[config.mk]
export PLATFORM = sky130hd
export DESIGN_NAME = undirected_graph_store
export DESIGN_NICKNAME = d
export VERILOG_FILES = /design/src/rtl/ugs_pkg.sv /design/src/rtl/undirected_graph_store.sv /design/src/rtl/ugs_match.sv
export SDC_FILE = /design/constraint.sdc
export NUM_CORES = 1
export LEC_CHECK = 0
export ABC_CLOCK_PERIOD_IN_PS = 5600
export BUFFER_PORTS_ARGS = -buffer_cell sky130_fd_sc_hd__clkbuf_2
export CORE_AREA = 2 2 356 358
export DETAILED_ROUTE_END_ITERATION = 10
export DIE_AREA = 0 0 358 360
export PLACE_DENSITY = 0.55
export SLEW_MARGIN = 20
export SYNTH_ARGS = -nofsm -noshare
export SYNTH_HDL_FRONTEND = slang
export SYNTH_HIERARCHICAL = 1
export SYNTH_SLANG_ARGS = --single-unit
[constraint.sdc]
create_clock -name i_clk -period 5.6 [get_ports i_clk]
set_clock_uncertainty 0.15 [all_clocks]
set_input_delay 0.56 -clock i_clk [delete_from_list [all_inputs] [get_ports i_clk]]
set_output_delay 0.56 -clock i_clk [all_outputs]
set_load 0.02 [all_outputs]
[src/rtl/ugs_pkg.sv]
package ugs_pkg;

    // Number of vertex slots; sets the slot table and adjacency matrix size.
    localparam int MAX_VERTICES = 16;
    localparam int SLOT_W       = (MAX_VERTICES > 1) ? $clog2(MAX_VERTICES) : 1;
    localparam int CNT_W        = $clog2(MAX_VERTICES + 1);

    typedef logic [SLOT_W-1:0]       t_slot;
    typedef logic [CNT_W-1:0]        t_cnt;
    typedef logic [MAX_VERTICES-1:0] t_row;
    typedef logic [31:0]             t_label;
    typedef logic [2:0]              t_op;
    typedef logic [1:0]              t_status;

    localparam t_cnt SLOT_COUNT = CNT_W'(MAX_VERTICES);

    // Request codes.
    localparam t_op OP_ADD_VERTEX    = 3'd0;
    localparam t_op OP_REMOVE_VERTEX = 3'd1;
    localparam t_op OP_ADD_EDGE      = 3'd2;
    localparam t_op OP_REMOVE_EDGE   = 3'd3;
    localparam t_op OP_QUERY_VERTEX  = 3'd4;
    localparam t_op OP_QUERY_EDGE    = 3'd5;

    // Status codes.
    localparam t_status ST_NO      = 2'd0;
    localparam t_status ST_OK      = 2'd1;
    localparam t_status ST_MISSING = 2'd2;
    localparam t_status ST_FULL    = 2'd3;

    // Outcome of one sweep over the slot table.
    typedef struct packed {
        logic  found_a;
        logic  found_b;
        logic  free_found;
        t_slot slot_a;
        t_slot slot_b;
        t_slot slot_free;
    } t_match;

endpackage

[src/rtl/undirected_graph_store.sv]
// A request runs through S_SCAN and S_DECIDE. An accepted add or remove of a vertex
// then passes S_CLEAR, and an edge operation on two present vertices passes S_EDGE_A,
// where an accepted update writes row a and goes on to S_EDGE_B_RD and S_EDGE_B for
// row b; all end in S_DONE. The slot sweep and the row sweep take one slot per cycle
// each. One request is in work at a time; o_in_stall is high outside S_IDLE.
// Synchronous active-low reset clears only slot valid bits, control and match state.
module undirected_graph_store import ugs_pkg::*; (
    input  logic               i_clk,
    input  logic               i_rst_n,
    input  logic               i_in_valid,
    output logic               o_in_stall,
    input  logic [2:0]         i_op,
    input  logic signed [31:0] i_vertex_a,
    input  logic signed [31:0] i_vertex_b,
    output logic               o_out_valid,
    input  logic               i_out_stall,
    output logic [1:0]         o_status
);

    // Sequencer states, one-hot.
    typedef enum logic [7:0] {
        S_IDLE      = 8'b0000_0001,
        S_SCAN      = 8'b0000_0010,
        S_DECIDE    = 8'b0000_0100,
        S_EDGE_A    = 8'b0000_1000,
        S_EDGE_B_RD = 8'b0001_0000,
        S_EDGE_B    = 8'b0010_0000,
        S_CLEAR     = 8'b0100_0000,
        S_DONE      = 8'b1000_0000
    } t_state;

    t_state  r_state, n_state;
    t_op     r_op;
    t_label  r_va;
    t_label  r_vb;
    t_cnt    r_idx, n_idx;
    logic    r_rd_vld, n_rd_vld;
    t_slot   r_q_idx;
    t_label  r_lbl_q;
    logic    r_sv_q;
    t_row    r_row_q;
    t_slot   r_tgt, n_tgt;
    t_status r_status, n_status;
    t_row    r_slot_valid, n_slot_valid;
    logic    r_out_valid;
    t_status r_out_status;

    // Label store and adjacency rows. Both are read through a registered port.
    t_label  mem_label [MAX_VERTICES];
    t_row    mem_adj   [MAX_VERTICES];

    logic    start;
    logic    rd_go;
    t_slot   rd_addr;
    logic    lbl_we;
    logic    adj_we;
    t_slot   adj_wa;
    t_row    adj_wd;
    logic    out_load;
    logic    present;
    t_row    bit_a;
    t_row    bit_b;
    t_row    bit_tgt;
    t_match  match;

    // The shared compare unit: it sees one slot per cycle during the sweep.
    ugs_match u_match (
        .i_clk        (i_clk),
        .i_rst_n      (i_rst_n),
        .i_start      (start),
        .i_cmp_vld    (r_rd_vld && (r_state == S_SCAN)),
        .i_slot_valid (r_sv_q),
        .i_label      (r_lbl_q),
        .i_idx        (r_q_idx),
        .i_vertex_a   (r_va),
        .i_vertex_b   (r_vb),
        .o_match      (match)
    );

    assign bit_a   = t_row'(1) << match.slot_a;
    assign bit_b   = t_row'(1) << match.slot_b;
    assign bit_tgt = t_row'(1) << r_tgt;
    assign present = r_row_q[match.slot_b];

    // The sequencer. A sweep issues one read per cycle while the counter runs; the data
    // returns in the next cycle, so each sweep ends once the counter has reached the slot
    // count and the last read has drained.
    always_comb begin
        n_state      = r_state;
        n_idx        = r_idx;
        n_tgt        = r_tgt;
        n_status     = r_status;
        n_slot_valid = r_slot_valid;
        start        = 1'b0;
        rd_go        = 1'b0;
        rd_addr      = r_idx[SLOT_W-1:0];
        lbl_we       = 1'b0;
        adj_we       = 1'b0;
        adj_wa       = r_q_idx;
        adj_wd       = r_row_q;
        out_load     = 1'b0;
        case (r_state)
            S_IDLE: begin
                if (i_in_valid) begin
                    start   = 1'b1;
                    n_idx   = '0;
                    n_state = S_SCAN;
                end
            end
            S_SCAN: begin
                if (r_idx != SLOT_COUNT) begin
                    rd_go = 1'b1;
                    n_idx = r_idx + 1'b1;
                end else if (!r_rd_vld) begin
                    n_state = S_DECIDE;
                end
            end
            S_DECIDE: begin
                n_idx   = '0;
                // Fetch the row of the first edge end in case an edge operation follows.
                rd_addr = match.slot_a;
                n_state = S_DONE;
                case (r_op)
                    OP_ADD_VERTEX: begin
                        if (match.found_a) begin
                            n_status = ST_NO;
                        end else if (!match.free_found) begin
                            n_status = ST_FULL;
                        end else begin
                            lbl_we                        = 1'b1;
                            n_slot_valid[match.slot_free] = 1'b1;
                            n_tgt                         = match.slot_free;
                            n_status                      = ST_OK;
                            n_state                       = S_CLEAR;
                        end
                    end
                    OP_REMOVE_VERTEX: begin
                        if (!match.found_a) begin
                            n_status = ST_NO;
                        end else begin
                            n_slot_valid[match.slot_a] = 1'b0;
                            n_tgt                      = match.slot_a;
                            n_status                   = ST_OK;
                            n_state                    = S_CLEAR;
                        end
                    end
                    OP_QUERY_VERTEX: begin
                        n_status = match.found_a ? ST_OK : ST_NO;
                    end
                    OP_ADD_EDGE, OP_REMOVE_EDGE, OP_QUERY_EDGE: begin
                        if (!match.found_a || !match.found_b) begin
                            n_status = ST_MISSING;
                        end else begin
                            n_state = S_EDGE_A;
                        end
                    end
                    default: begin
                        n_status = ST_NO;
                    end
                endcase
            end
            S_EDGE_A: begin
                // The matrix is kept symmetric, so row a alone tells whether the edge exists.
                adj_wa  = match.slot_a;
                n_state = S_DONE;
                case (r_op)
                    OP_ADD_EDGE: begin
                        if (present) begin
                            n_status = ST_NO;
                        end else begin
                            adj_we   = 1'b1;
                            adj_wd   = r_row_q | bit_b;
                            n_status = ST_OK;
                            n_state  = S_EDGE_B_RD;
                        end
                    end
                    OP_REMOVE_EDGE: begin
                        if (!present) begin
                            n_status = ST_NO;
                        end else begin
                            adj_we   = 1'b1;
                            adj_wd   = r_row_q & ~bit_b;
                            n_status = ST_OK;
                            n_state  = S_EDGE_B_RD;
                        end
                    end
                    default: begin
                        n_status = present ? ST_OK : ST_NO;
                    end
                endcase
            end
            S_EDGE_B_RD: begin
                // Row b is read only after row a has been written, which covers self-loops.
                rd_addr = match.slot_b;
                n_state = S_EDGE_B;
            end
            S_EDGE_B: begin
                adj_we  = 1'b1;
                adj_wa  = match.slot_b;
                adj_wd  = (r_op == OP_ADD_EDGE) ? (r_row_q | bit_a) : (r_row_q & ~bit_a);
                n_state = S_DONE;
            end
            S_CLEAR: begin
                // Each row is read and written back with the target's column bit cleared;
                // the target's own row is written as zero.
                if (r_idx != SLOT_COUNT) begin
                    rd_go = 1'b1;
                    n_idx = r_idx + 1'b1;
                end else if (!r_rd_vld) begin
                    n_state = S_DONE;
                end
                if (r_rd_vld) begin
                    adj_we = 1'b1;
                    adj_wa = r_q_idx;
                    adj_wd = (r_q_idx == r_tgt) ? '0 : (r_row_q & ~bit_tgt);
                end
            end
            S_DONE: begin
                if (!r_out_valid || !i_out_stall) begin
                    out_load = 1'b1;
                    n_state  = S_IDLE;
                end
            end
            default: begin
                n_state = S_IDLE;
            end
        endcase
    end

    assign n_rd_vld = rd_go;

    always_ff @(posedge i_clk) begin
        if (!i_rst_n) begin
            r_state      <= S_IDLE;
            r_idx        <= '0;
            r_rd_vld     <= 1'b0;
            r_slot_valid <= '0;
        end else begin
            r_state      <= n_state;
            r_idx        <= n_idx;
            r_rd_vld     <= n_rd_vld;
            r_slot_valid <= n_slot_valid;
        end
    end

    // Request and working registers.
    always_ff @(posedge i_clk) begin
        if (start) begin
            r_op <= i_op;
            r_va <= i_vertex_a;
            r_vb <= i_vertex_b;
        end
        r_tgt    <= n_tgt;
        r_status <= n_status;
    end

    // Memories with one write and one registered read a cycle.
    always_ff @(posedge i_clk) begin
        if (lbl_we) begin
            mem_label[match.slot_free] <= r_va;
        end
        if (adj_we) begin
            mem_adj[adj_wa] <= adj_wd;
        end
        r_lbl_q <= mem_label[rd_addr];
        r_row_q <= mem_adj[rd_addr];
        r_sv_q  <= r_slot_valid[rd_addr];
        r_q_idx <= rd_addr;
    end

    // Output register: the status waits here until the transfer completes.
    always_ff @(posedge i_clk) begin
        if (!i_rst_n) begin
            r_out_valid <= 1'b0;
        end else if (out_load) begin
            r_out_valid <= 1'b1;
        end else if (!i_out_stall) begin
            r_out_valid <= 1'b0;
        end
    end

    always_ff @(posedge i_clk) begin
        if (out_load) begin
            r_out_status <= r_status;
        end
    end

    assign o_in_stall  = (r_state != S_IDLE);
    assign o_out_valid = r_out_valid;
    assign o_status    = r_out_status;

`ifndef SYNTHESIS
    // A full table may only be reported when every slot is taken.
    a_full_means_all_taken: assert property (@(posedge i_clk) disable iff (!i_rst_n)
        (r_state == S_DONE && r_status == ST_FULL) |-> (&r_slot_valid))
        else $error("table full reported with a free slot");

    // A missing vertex is only ever reported for edge operations.
    a_missing_only_for_edges: assert property (@(posedge i_clk) disable iff (!i_rst_n)
        (r_state == S_DONE && r_status == ST_MISSING) |->
        (r_op == OP_ADD_EDGE || r_op == OP_REMOVE_EDGE || r_op == OP_QUERY_EDGE))
        else $error("vertex missing reported for a vertex operation");

    // While the row and column are swept, the target slot is already allocated on an add.
    a_add_slot_taken: assert property (@(posedge i_clk) disable iff (!i_rst_n)
        (r_state == S_CLEAR && r_op == OP_ADD_VERTEX) |-> r_slot_valid[r_tgt])
        else $error("slot sweep on add without the slot marked valid");

    // And already freed on a remove.
    a_remove_slot_freed: assert property (@(posedge i_clk) disable iff (!i_rst_n)
        (r_state == S_CLEAR && r_op == OP_REMOVE_VERTEX) |-> !r_slot_valid[r_tgt])
        else $error("slot sweep on remove with the slot still valid");
`endif

endmodule

[src/rtl/ugs_match.sv]
module ugs_match import ugs_pkg::*; (
    input  logic   i_clk,
    input  logic   i_rst_n,
    input  logic   i_start,
    input  logic   i_cmp_vld,
    input  logic   i_slot_valid,
    input  t_label i_label,
    input  t_slot  i_idx,
    input  t_label i_vertex_a,
    input  t_label i_vertex_b,
    output t_match o_match
);

    t_match r_match;
    t_match n_match;

    // One slot is compared per cycle against both labels; the first free slot is kept.
    always_comb begin
        n_match = r_match;
        if (i_start) begin
            n_match = '0;
        end else if (i_cmp_vld) begin
            if (i_slot_valid && (i_label == i_vertex_a)) begin
                n_match.found_a = 1'b1;
                n_match.slot_a  = i_idx;
            end
            if (i_slot_valid && (i_label == i_vertex_b)) begin
                n_match.found_b = 1'b1;
                n_match.slot_b  = i_idx;
            end
            if (!i_slot_valid && !r_match.free_found) begin
                n_match.free_found = 1'b1;
                n_match.slot_free  = i_idx;
            end
        end
    end

    always_ff @(posedge i_clk) begin
        if (!i_rst_n) begin
            r_match <= '0;
        end else begin
            r_match <= n_match;
        end
    end

    assign o_match = r_match;

endmodule

==> results.py <==
metrics = {
    "floorplanning": {
        "die_w_um": 358,
        "num_rows": 130,
        "die_y_um": 360,
        "start_util_pct": 29.91,
        "io_pins": 75,
        "design.core.area_um2": 124900,
        "dieArea_um2": 128900,
    },
    "timing": {
        "worstMarginPinSlew_ns": 1.130,
        "grt_setup_unrepaired": "false",
        "fin_crit_ns": 4.102,
        "slew_viol_final": 0,
        "final_hold_viol_count": 0,
        "timing.max_slew.rel_slack_pct": 24.46,
        "clock.fmax_ghz": 0.2438,
        "setup_viol_count_final": 0,
        "fin_setup_tns_ns": 0,
        "timing.final.crit_share_pct": 73.26,
    },
    "worst_setup_path": {
        "crit_path_top_delay_cell": "nand3b_1",
        "regToRegSetupSlack_ns": 1.50,
        "arrival_ns": 4.44,
        "slowest_delay_ns": 0.86,
        "path_cells": "nor4_4 -> and3_1 -> a221o_1 -> nand3b_1 -> o22ai_1 -> or4_1",
        "critPathKind": "reg -> reg",
        "crit_end": "r_row_q[3]",
        "cp-startpoint": "r_state[7]",
        "start_kind": "register",
        "path_max_fanout": 17,
        "rr_worst_depth": 6,
        "reg2reg_to": "r_row_q[3]",
        "rr_startpoint": "r_state[7]",
        "end_kind": "register",
        "cp.required_ns": 5.94,
    },
    "power": {
        "p_switching_uw": 3590,
        "pwr-share-seq_pct": 52.0,
        "p_int_uw": 11980,
        "p_comb_share_pct": 7.5,
        "leakagePower_uw": 0.01374,
        "switching_share_pct": 23.05,
        "p_clk_share_pct": 40.5,
        "power.density_nw_per_um2": 356.6,
        "vdd_drop_max_mv": 0.2458,
    },
    "synthesis": {
        "synth_compound_area_share_pct": 6.112,
        "synth.area.mux_share_pct": 11.30,
        "synthFlopType": "edfxtp_1",
        "synth_top_family_by_area": "multiplexers",
        "synthArstFlopShare_pct": 0,
        "syn_inst": 2305,
        "syn_area_per_cell_um2": 16.21,
        "synth_xor_xnor_area_share_pct": 1.571,
        "ys_seq_area_share_pct": 73.06,
        "synth-edff-count": 843,
        "synth_cell_types": 63,
        "syn_nets": 2378,
        "syn-cell-area_um2": 37360,
        "synth_fa_ha_area_share_pct": 0.06698,
        "synth.ff_latch_count": 942,
        "synth_simple_gate_area_share_pct": 5.683,
        "yosys_warnings": 6,
    },
    "placed_design": {
        "io_buffers": 74,
        "place_congestion": 0.8703,
        "dp_hpwl_um": 61220,
    },
    "route": {
        "drt-wirelength-per-cell_um": 23.54,
        "drtIter0Drc": 1972,
        "vias": 21192,
        "firstDrtPassIters": 5,
        "vias_per_cell": 5.046,
        "ant_nets": 0,
        "wirelength_um": 98850,
        "drc": 0,
    },
    "grt": {
        "grt_antenna_before_repair": 5,
        "grt_max_degree": 65,
        "track_usage_pct": 15.07,
        "grt_pass1_wl_um": 143300,
        "grt-ovfl-total": 0,
        "grt_pass1_vias": 20883,
    },
    "clock_tree": {
        "clk_latency_ns": 0.67,
        "numClockSinks": 942,
        "clk_pin_slew_ns": 0.06,
        "cts_tree": "built",
        "cts_buffer_depth": 3,
        "root_buffer": "clkbuf_16",
        "cts_buffers": 95,
        "cts_max_level": 3,
    },
    "run": {
        "cap_violations": 0,
    },
    "outcome": {
        "status": "complete, no violations",
    },
    "layout": {
        "layout_common_cells": "edfxtp_1, mux2i_1, o22ai_1",
        "layout_commonest_cell": "edfxtp_1",
        "fin_util_pct": 34.96,
        "drive_gt1_share_pct": 13.38,
        "area_delta_synth_final_pct": 16.88,
        "nNetsFinal": 2541,
    },
    "hold_path": {
        "hold_class": "in -> reg",
    },
}
cell families (layout without fill, tap and decap cells):
kind of cell,Yosys count,count (layout)
xor gates and xnor gates,67,67
DFF,942,942
adders and majority gates,2,2
other,0,1
buffers and inverters,148,392
and+or+nand+nor,390,390
AOI/OAI and AO/OA,340,340
muxes,416,416
stage by stage:
step | total power, uW | instances | setup WS, ns | hold WS, ns | area (um2)
floorplan | 8977 | 2305 | 1.567 | 0.2503 | 37360
global placement | 9345 | 3953 | 1.348 | 0.2684 | 39810
detailed placement | 9372 | 3954 | 1.538 | 0.2703 | 39830
CTS | 15710 | 4198 | 1.495 | 0.001183 | 43650
global route | 16070 | 4199 | 1.345 | 0.09087 | 43670
finish | 15570 | 4200 | 1.498 | 0.09589 | 43670
registers in the layout, indices dropped and copies added, names as in the netlist:
| name | cells |
|---|---|
| mem_adj | 256 |
| mem_label | 512 |
| o_out_valid | 1 |
| o_status | 2 |
| r_idx | 5 |
| r_lbl_q | 32 |
| r_op | 3 |
| r_q_idx | 4 |
| r_rd_vld | 1 |
| r_row_q | 16 |
| r_slot_valid | 16 |
| r_state | 8 |
| r_status | 2 |
| r_sv_q | 1 |
| r_tgt | 4 |
| r_va | 32 |
| r_vb | 32 |
| u_match/o_match | 15 |
per-layer routing:
layer | vias up | share of wire, % | track usage [%]
met4 | 2 | 2.3 | 3.922
met1 | 10930 | 44 | 20.63
li1 | 9471 | - | -
met3 | 144 | 5.3 | 2.195
met5 | - | 0.013 | 0
met2 | 645 | 48 | 24.93
Yosys cell counts (all sizes together) (11+ instances only):
cell | n | share of area, %
nand2b | 19 | 0.32
nor2 | 105 | 1.1
or4 | 52 | 1.1
inv | 13 | 0.13
nor4 | 15 | 0.37
xor2 | 43 | 1.0
and3 | 11 | 0.18
nor3 | 39 | 0.52
o22ai | 198 | 3.3
o31ai | 25 | 0.50
edfxtp | 843 | 68
clkbuf | 53 | 0.54
a21oi | 26 | 0.35
dfxtp | 99 | 5.3
o21a | 27 | 0.54
mux2i | 407 | 11
nand4 | 11 | 0.18
buf | 82 | 1.5
nand2 | 59 | 0.59
nand3 | 35 | 0.48
nor2b | 11 | 0.18
xnor2 | 24 | 0.56
final cells by class:
| class | instances | area (um2) |
|---|---|---|
| Tap cell | 1650 | 2064 |
| Antenna cell | 1 | 2.502 |
| Timing Repair Buffer | 201 | 1599 |
| Fill cell | 11812 | 81250 |
| Inverter | 13 | 51.30 |
| Multi-Input combinational cell | 1215 | 9502 |
| Clock buffer | 123 | 2552 |
| Clock inverter | 55 | 600.6 |
| Sequential cell | 942 | 27300 |
worst max-delay path, delay by kind of cell, from the launching register on:
family	cells	cell delay, ns
and+or+nand+nor	4	2.56
AOI/OAI and AO/OA	2	0.84
DFF	1	0.37
power groups by stage:
stage          clock (uW)  sequential (uW)  combinational [uW]
6_report             6310             8090                1170
5_1_grt              6720             8100                1250
4_1_cts              6440             8090                1180
3_5_place_dp            0             8230                1140
3_3_place_gp            0             8230                1120
2_1_floorplan           0             8120                 861
worst min path at each step:
| stage | cells after the start | from | to |
|---|---|---|---|
| after floorplan | 0 | r_status[0] | o_status[0] |
| after global routing | 3 | i_out_stall | o_out_valid |
| after detailed placement | 0 | r_status[0] | o_status[0] |
| final | 3 | i_out_stall | o_out_valid |
| after CTS | 1 | i_vertex_a[0] | r_va[0] |
| after global placement | 0 | r_status[0] | o_status[0] |
timing repair:
action | CTS | global route
hold buffers | 66 | 1
hold endpoints to repair | 66 | 1
setup buffers | 0 | 0
resized for setup | 0 | 0
No activity file was read; power rests on OpenSTA's default activity.
